`src/rtl/tass_pkg.sv`:
```
// ----------------------------------------------------------------------------
// tass_pkg
// Shared types, widths and the full-step coil tables of the two-axis stepper
// step engine.
// ----------------------------------------------------------------------------
`default_nettype none

package tass_pkg;

  localparam int unsigned POS_W   = 24;
  localparam int unsigned MM_W    = 16;
  localparam int unsigned COUNT_W = 16;
  localparam int unsigned COIL_W  = 4;
  localparam int unsigned PHASE_W = 2;

  localparam int unsigned S_TDATA_W = 8;
  localparam int unsigned M_TDATA_W = 88;

  localparam logic [COUNT_W-1:0] STEPS_PER_MM_RESET = 16'd80;

  localparam logic [PHASE_W-1:0] PHASE_LAST = 2'd3;

  // Snapshot of one request as it is handed to the output stage.
  typedef struct packed {
    logic                    blocked;
    logic                    fwd;
    logic                    enable_x;
    logic [COIL_W-1:0]       coil_hold;
    logic signed [POS_W-1:0] x_steps;
    logic signed [POS_W-1:0] y_steps;
    logic signed [MM_W-1:0]  x_mm;
    logic signed [MM_W-1:0]  y_mm;
  } snap_t;

  // Two-phase full-step patterns: forward AB, BC, CD, DA; backward AD, CD, BC, AB.
  function automatic logic [COIL_W-1:0] coil_of(input logic fwd,
                                                input logic [PHASE_W-1:0] phase);
    logic [COIL_W-1:0] pat;
    unique case (phase)
      2'd0:    pat = fwd ? 4'h3 : 4'h9;
      2'd1:    pat = fwd ? 4'h6 : 4'hC;
      2'd2:    pat = fwd ? 4'hC : 4'h6;
      default: pat = fwd ? 4'h9 : 4'h3;
    endcase
    return pat;
  endfunction

endpackage

`default_nettype wire

```
`src/rtl/tass_phase_gen.sv`:
```
// ----------------------------------------------------------------------------
// tass_phase_gen
// Output stage: holds one request snapshot and plays out its coil words,
// one per beat, with the status flag and the last marker.
// ----------------------------------------------------------------------------
`default_nettype none

module tass_phase_gen
  import tass_pkg::*;
(
  input  wire logic                 clk,
  input  wire logic                 rst,
  input  wire logic                 load,
  input  wire snap_t                load_snap,
  output logic                      load_ready,
  output logic                      m_axis_tvalid,
  input  wire logic                 m_axis_tready,
  // coil_pattern[3:0], enable_x[4], x_steps[28:5], y_steps[52:29],
  // x_mm[68:53], y_mm[84:69], zero fill above
  output logic [M_TDATA_W-1:0]      m_axis_tdata,
  // status
  output logic                      m_axis_tuser,
  output logic                      m_axis_tlast
);

  logic               busy;
  logic [PHASE_W-1:0] phase;
  snap_t              snap;
  logic [COIL_W-1:0]  coil;
  logic               beat;

  assign coil          = snap.blocked ? snap.coil_hold : coil_of(snap.fwd, phase);
  assign m_axis_tvalid = busy;
  assign m_axis_tlast  = snap.blocked || (phase == PHASE_LAST);
  assign m_axis_tuser  = snap.blocked;
  assign m_axis_tdata  = {3'b000, snap.y_mm, snap.x_mm, snap.y_steps, snap.x_steps,
                          snap.enable_x, coil};
  assign beat          = busy && m_axis_tready;

  // A new request may be loaded while the final word of the current one leaves.
  assign load_ready = !busy || (beat && m_axis_tlast);

  always_ff @(posedge clk) begin
    if (rst) begin
      busy  <= 1'b0;
      phase <= '0;
    end else if (load) begin
      busy  <= 1'b1;
      phase <= '0;
    end else if (beat) begin
      if (m_axis_tlast) begin
        busy  <= 1'b0;
        phase <= '0;
      end else begin
        phase <= phase + 2'd1;
      end
    end
  end

  always_ff @(posedge clk) begin
    if (load) begin
      snap <= load_snap;
    end
  end

  a_phase_busy: assert property (@(posedge clk) disable iff (rst)
    (phase != 2'd0) |-> busy)
    else $error("phase counter running with no request held");

  a_blocked_single: assert property (@(posedge clk) disable iff (rst)
    (busy && snap.blocked) |-> (phase == 2'd0))
    else $error("blocked request advanced past its single word");

  a_phase_advance: assert property (@(posedge clk) disable iff (rst)
    (beat && !m_axis_tlast) |=> (busy && (phase == $past(phase) + 2'd1)))
    else $error("coil sequence did not advance after a non-final word");

endmodule

`default_nettype wire

```
`src/rtl/two_axis_stepper_step_engine.sv`:
```
// ----------------------------------------------------------------------------
// two_axis_stepper_step_engine
// Full-step sequencer for two stepper axes with limit sensing and step and
// millimetre position tracking.
// ----------------------------------------------------------------------------
// Usage:
//   s_axis carries step requests: tuser is the axis (0 X, 1 Y), tdata holds
//   the direction and the four active-low limit levels. m_axis returns the
//   coil words with positions; tuser is the blocked flag, tlast ends a request.
//   cfg_we with cfg_wdata writes steps_per_mm; write it only while idle.
// Latency: the first word of a request is valid the cycle after acceptance.
// Throughput: a taken step yields four words, one per cycle while m_axis_tready
//   is high; a blocked step yields one word. The phase counter of the output
//   stage sets this rate, and the next request is taken in the cycle the final
//   word leaves.
// Reset: positions, counters and coordinates clear, coils off, driver select
//   on Y, steps_per_mm returns to 80, and no word is pending.
// Stall: while m_axis_tready is low the current word holds and s_axis_tready
//   stays low until the final word of the request has been taken.
// ----------------------------------------------------------------------------
`default_nettype none

module two_axis_stepper_step_engine
  import tass_pkg::*;
(
  input  wire logic                 clk,
  input  wire logic                 rst,
  input  wire logic                 cfg_we,
  input  wire logic [COUNT_W-1:0]   cfg_wdata,
  input  wire logic                 s_axis_tvalid,
  output logic                      s_axis_tready,
  // step_forward[0], limit_x_low_end[1], limit_x_high_end[2],
  // limit_y_high_end[3], limit_y_low_end[4], zero fill above
  input  wire logic [S_TDATA_W-1:0] s_axis_tdata,
  // axis_sel
  input  wire logic                 s_axis_tuser,
  output logic                      m_axis_tvalid,
  input  wire logic                 m_axis_tready,
  // coil_pattern[3:0], enable_x[4], x_steps[28:5], y_steps[52:29],
  // x_mm[68:53], y_mm[84:69], zero fill above
  output logic [M_TDATA_W-1:0]      m_axis_tdata,
  // status
  output logic                      m_axis_tuser,
  output logic                      m_axis_tlast
);

  logic [COUNT_W-1:0] steps_per_mm;
  logic [POS_W-1:0]   x_position, x_position_next;
  logic [POS_W-1:0]   y_position, y_position_next;
  logic [COUNT_W-1:0] x_step_count, x_step_count_next;
  logic [COUNT_W-1:0] y_step_count, y_step_count_next;
  logic [MM_W-1:0]    x_coordinate, x_coordinate_next;
  logic [MM_W-1:0]    y_coordinate, y_coordinate_next;
  logic [COIL_W-1:0]  coil_hold;
  logic               enable_hold;

  logic               is_y, fwd, clear, accept, take_step;
  logic [COUNT_W-1:0] x_count_inc, y_count_inc;
  logic [POS_W-1:0]   pos_delta;
  logic [MM_W-1:0]    mm_delta;
  snap_t              snap;
  logic               load_ready;

  assign is_y   = s_axis_tuser;
  assign fwd    = s_axis_tdata[0];
  assign clear  = is_y ? (fwd ? s_axis_tdata[3] : s_axis_tdata[4])
                       : (fwd ? s_axis_tdata[2] : s_axis_tdata[1]);
  assign s_axis_tready = load_ready;
  assign accept    = s_axis_tvalid && s_axis_tready;
  assign take_step = accept && clear;

  assign pos_delta = fwd ? {{(POS_W-1){1'b0}}, 1'b1} : {POS_W{1'b1}};
  assign mm_delta  = fwd ? {{(MM_W-1){1'b0}}, 1'b1} : {MM_W{1'b1}};

  always_comb begin
    x_position_next = x_position;
    y_position_next = y_position;
    x_count_inc     = x_step_count;
    y_count_inc     = y_step_count;
    if (is_y) begin
      y_position_next = y_position + pos_delta;
      y_count_inc     = y_step_count + 16'd1;
    end else begin
      x_position_next = x_position + pos_delta;
      x_count_inc     = x_step_count + 16'd1;
    end
    // Both counters are tested, so the idle axis can match after a rewrite
    // of steps_per_mm and then moves in the direction of this step.
    x_step_count_next = x_count_inc;
    x_coordinate_next = x_coordinate;
    if (x_count_inc == steps_per_mm) begin
      x_step_count_next = '0;
      x_coordinate_next = x_coordinate + mm_delta;
    end
    y_step_count_next = y_count_inc;
    y_coordinate_next = y_coordinate;
    if (y_count_inc == steps_per_mm) begin
      y_step_count_next = '0;
      y_coordinate_next = y_coordinate + mm_delta;
    end
  end

  always_comb begin
    snap.blocked  = !clear;
    snap.fwd      = fwd;
    snap.coil_hold = coil_hold;
    if (clear) begin
      snap.enable_x = !is_y;
      snap.x_steps  = x_position_next;
      snap.y_steps  = y_position_next;
      snap.x_mm     = x_coordinate_next;
      snap.y_mm     = y_coordinate_next;
    end else begin
      snap.enable_x = enable_hold;
      snap.x_steps  = x_position;
      snap.y_steps  = y_position;
      snap.x_mm     = x_coordinate;
      snap.y_mm     = y_coordinate;
    end
  end

  always_ff @(posedge clk) begin
    if (rst) begin
      steps_per_mm <= STEPS_PER_MM_RESET;
    end else if (cfg_we) begin
      steps_per_mm <= cfg_wdata;
    end
  end

  always_ff @(posedge clk) begin
    if (rst) begin
      x_position   <= '0;
      y_position   <= '0;
      x_step_count <= '0;
      y_step_count <= '0;
      x_coordinate <= '0;
      y_coordinate <= '0;
      coil_hold    <= '0;
      enable_hold  <= 1'b0;
    end else if (take_step) begin
      x_position   <= x_position_next;
      y_position   <= y_position_next;
      x_step_count <= x_step_count_next;
      y_step_count <= y_step_count_next;
      x_coordinate <= x_coordinate_next;
      y_coordinate <= y_coordinate_next;
      coil_hold    <= coil_of(fwd, PHASE_LAST);
      enable_hold  <= !is_y;
    end
  end

  tass_phase_gen u_phase_gen (
    .clk           (clk),
    .rst           (rst),
    .load          (accept),
    .load_snap     (snap),
    .load_ready    (load_ready),
    .m_axis_tvalid (m_axis_tvalid),
    .m_axis_tready (m_axis_tready),
    .m_axis_tdata  (m_axis_tdata),
    .m_axis_tuser  (m_axis_tuser),
    .m_axis_tlast  (m_axis_tlast)
  );

  a_hold_pattern: assert property (@(posedge clk) disable iff (rst)
    take_step |=> (coil_hold == coil_of($past(fwd), PHASE_LAST)))
    else $error("held coil pattern is not the final phase of the step");

  a_blocked_frozen: assert property (@(posedge clk) disable iff (rst)
    (accept && !clear) |=> ($stable(x_position) && $stable(y_position)
                            && $stable(x_coordinate) && $stable(y_coordinate)))
    else $error("blocked step changed the position state");

  a_count_bound: assert property (@(posedge clk) disable iff (rst)
    take_step |=> ((x_step_count != steps_per_mm) && (y_step_count != steps_per_mm)))
    else $error("step counter left equal to steps_per_mm after a step");

endmodule

`default_nettype wire

```
`config.mk`:
```
export PLATFORM = sky130hd
export DESIGN_NAME = two_axis_stepper_step_engine
export DESIGN_NICKNAME = d
export VERILOG_FILES = /design/src/rtl/tass_pkg.sv /design/src/rtl/tass_phase_gen.sv /design/src/rtl/two_axis_stepper_step_engine.sv
export SDC_FILE = /design/constraint.sdc
export NUM_CORES = 1
export LEC_CHECK = 0
export ABC_AREA = 1
export ABC_CLOCK_PERIOD_IN_PS = 3710
export CAP_MARGIN = 20
export CORE_UTILIZATION = 42
export DETAILED_ROUTE_END_ITERATION = 12
export DONT_BUFFER_PORTS = 1
export GPL_TIMING_DRIVEN = 0
export RECOVER_POWER = 25
export SYNTH_ARGS = -nofsm -noshare
export SYNTH_HDL_FRONTEND = slang
export SYNTH_SLANG_ARGS = --single-unit
```
`constraint.sdc`:
```
create_clock -name clk -period 3.71 [get_ports clk]
set_input_delay 0.9275 -clock clk [delete_from_list [all_inputs] [get_ports clk]]
set_output_delay 0.9275 -clock clk [all_outputs]
set_load 0.05 [all_outputs]
```
==> summary.txt <==
Floorplan
  – # IOs: 122
  – Initial Util: 42.71%
  – Die area: between 30000 and 40000 um2
  – Die Y: between 150 and 200 um
  – Core Area: around 37000 um2
  – Die width: roughly 200 um
  – Row Count: 70

Logic synthesis
  – Sequential fraction of the synthesis area: roughly a third
  – Avg Cell Area, Syn: approximately 7 um2
  – Main combinational cell family by area after synthesis: simple AND/OR/NAND/NOR gates
  – Ys flop type: dfxtp_1
  – Synth cell types: 50
  – Compound-cell area share of the yosys netlist: a little over an eighth
  – Adder-cell share of the synthesized area: approximately 6.7%
  – Biggest area consumer among synthesized cells: dfxtp_1
  – FF+latch count, synth: between 200 and 250
  – Number of synthesized flops with an enable pin: 86
  – Mapped Cells: 2263
  – Xor/xnor share of the synthesized area: roughly 4%
  – Warnings, synthesis: 0
  – Proportion of synthesized area in mux cells: 0%
  – Synth async-reset ratio: 0%
  – Cell area after synthesis: approximately 16000 um2
  – Simple-gate share of the synthesized area: 29.07%
  – Synth top area cells: dfxtp_1 (17%), edfxtp_1 (16%), nand2_1 (14%)
  – Share of the synthesized area in the top cell type: 17.24%

Timing
  – Min cycle time layout: 3590 ps
  – Final setup vio count: 0
  – Period utilization: a little over nine tenths
  – Hold Fails Final Rpt: 0
  – Final Slew Violations: 0
  – Max_slew headroom: 34.46%
  – Worst-Margin Slew: slightly below 1000 ps
  – Layout Skew: ~15 ps
  – RSZ-0062 raised after global routing: no
  – FMAX: approximately 0.28 GHz

Worst setup path
  – Required time worst endpoint: just over 4000 ps
  – CP max FO: about 80
  – R2R depth: 10
  – Crit path capture type: flip-flop
  – RR Startpoint: u_phase_gen.m_axis_tvalid
  – Setup CP Type: in2reg
  – Crit path DAT: between 3000 and 4000 ps
  – R2R Setup Slk: ~180 ps
  – CP Launch Type: primary input
  – Worst R2R End: x_position[21]

Global routing
  – Vias in the first global route: roughly 14000
  – First-pass GRT wire length: between 70 and 80 mm
  – Total Routing Usage GR: between 20% and 30%
  – Grt total ovfl: 0
  – Antenna violations before repair: 0
  – Largest net degree at the start of global routing: 80

Pwr
  – Sequential power share: a little over a third
  – Maximum vdd drop: between 300 and 400 uV
  – Leak: ~0.0080 uW
  – Sw frac: 33.29%
  – Final Power: between 7000 and 8000 uW
  – Cell-internal power: 5223 uW
  – Clock share of power: about two fifths
  – NetSw: ~2600 uW
  – Power Dens Cells: between 400 and 500 nW/um2
  – Comb power frac: approximately a quarter

Clock network
  – CTS Sinks: ~220
  – Hold_buf cts: 0
  – Worst-Skew Late Latency: about 560 ps
  – CTS clk-pin slew, worst paths: 60 ps
  – CTS tree: built
  – Setup bufs post-CTS: 0
  – Root Driver: clkbuf_16
  – Clk buf depth: 3
  – Depth of the CTS H-tree: 1
  – Clock buffer count from CTS: 28

Flow run
  – Max-cap violations: 0

Drt
  – Vias: roughly 15000
  – Via density: about 5.3
  – DR pass1 iterations: 5
  – Final WL: between 40 and 50 mm
  – Post-route ant nets: 0
  – DRC viols: 0
  – Wire length per cell: between 15 and 20 um
  – Starting DRT DRC Count: slightly below 1000

Min path
  – Hold WC Path Type: reg2reg
  – Hold Crit Depth: 0
  – Hold Path End: u_phase_gen.snap[80]
  – Hold_sp: coil_hold[0]

Cells and area
  – Most common cell after layout, fill and taps aside: nand2_1
  – Commonest cells after routing, fill and taps aside: nand2_1 (590), inv_1 (270), nand3_1 (217)
  – Filler-free cell count of the finished design: ~2800
  – Final Net Count: 2412
  – Layout cells sized above 1: around 5.5%
  – N_diodes: 0
  – Area grow syn2layout: 9.276%

Placement
  – Buffers on Ports: 0
  – GPL Wtd Cong: 0.9462
  – Placed cells: around 2700
  – DP HPWL: around 34 mm

Status
  – Status: finished, final reports clean
[cell usage after synthesis (2+ instances only)]
master and n:
nor2_1 163, buf_1 11, nand3b_1 12, buf_4 86
xnor2_1 18, xnor3_1 2, buf_2 16, dfxtp_1 135
nand2_1 590, nor2_4 4, clkbuf_1 47, inv_2 3
a21boi_0 5, o21a_1 4, a21oi_1 168, edfxtp_1 86
ha_1 78, nand3_2 11, fa_1 4, o21bai_1 13
nand3_1 217, or2_2 8, o211ai_1 10, o21ai_1 11
o31ai_1 3, buf_6 4, nand2_2 6, nor3_1 15
nand4_1 18, xor2_1 47, inv_1 271, a211oi_1 3
o22ai_1 3, nor2_2 7, a21o_1 11, a31oi_1 16
o21ai_0 144
[registers in the layout, indices dropped and copies added (netlist names)]
signal / flops
coil_hold: 3
enable_hold: 1
steps_per_mm: 16
u_phase_gen.m_axis_tdata: 81
u_phase_gen.m_axis_tuser: 1
u_phase_gen.m_axis_tvalid: 1
u_phase_gen.phase: 2
u_phase_gen.snap: 4
x_coordinate: 16
x_position: 24
x_step_count: 16
y_coordinate: 16
y_position: 24
y_step_count: 16
[per-stage QoR]
step | utilization [%] | worst slack (ps) | setup TNS, ps | cell area [um2] | hold WS [ps]
6_report | 46.67 | 120.1 | 0 | 17130 | 433.3
5_1_grt | 46.67 | 12.67 | 0 | 17130 | 442.6
4_1_cts | 47.43 | 36.79 | 0 | 17410 | 425.2
3_5_place_dp | 44.54 | -958.2 | -119320 | 16350 | 418.0
3_3_place_gp | 44.34 | -913.2 | -175590 | 16270 | 410.2
2_1_floorplan | - | 212.3 | 0 | 15690 | 403.0
[per-layer routing]
layer  up-vias  GRT usage (%)  part of all wire, %
li1       7432              -                    -
met1      6763          32.87                   47
met2       431          38.88                   44
met3        86          3.092                  6.1
met4         0          8.253                  2.9
met5         -              0                    0
[how the worst max path moves through the flow]
stage | startpoint | to | slack [ps] | cells past startpoint
after floorplan | m_axis_tready | u_phase_gen.m_axis_tdata[10] | 210 | 4
after global placement | s_axis_tdata[0] | x_coordinate[8] | -910 | 13
after detailed placement | s_axis_tdata[0] | x_coordinate[8] | -960 | 13
after CTS | u_phase_gen.m_axis_tuser | x_position[21] | 40 | 10
after global routing | u_phase_gen.m_axis_tvalid | x_position[21] | 10 | 10
final | s_axis_tdata[0] | u_phase_gen.m_axis_tdata[28] | 120 | 11
[worst max-delay path: stages]
cell and delay [ps]:
buf_2 360, inv_16 190, ha_1 500, a21oi_1 380
o21ai_0 170, a21oi_1 140, nand2_1 190, a21oi_1 390
xor2_1 180, nand2_1 80, a31oi_1 310
[repair_timing]
action | CTS | global route
cloned | 0 | 0
pin swaps | 0 | 0
setup endpoints to repair | 125 | 47
resized for setup | 4 | 5
[logic make-up (layout without fill, tap and decap cells)]
family / Yosys count / count (layout)
XOR/XNOR: 67 / 67
buffers and inverters: 440 / 497
other: 1 / 3
AO/OA/AOI/OAI: 394 / 394
adder cells (fa/ha/maj): 82 / 82
flip-flops: 221 / 221
AND/OR/NAND/NOR: 1058 / 1058
[power by group through the flow]
| stage | sequential, uW | combinational, uW | clock, uW |
|---|---|---|---|
| CTS | 2860 | 1940 | 3170 |
| global placement | 2910 | 1890 | 0 |
| finish | 2860 | 1880 | 3090 |
| detailed placement | 2910 | 1930 | 0 |
| floorplan | 2870 | 1530 | 0 |
| global route | 2880 | 2080 | 3260 |
[cell type report]
class	count	area, um2
buffer	164	693.2
inverter	276	1061
clock buffer	31	733.2
tap	468	585.6
fill	3725	19570
timing repair buffer	5	73.82
multi-input combinational	1604	8383
sequential	221	5285
clock inverter	21	312.8
(Power assumes the default switching activity.)
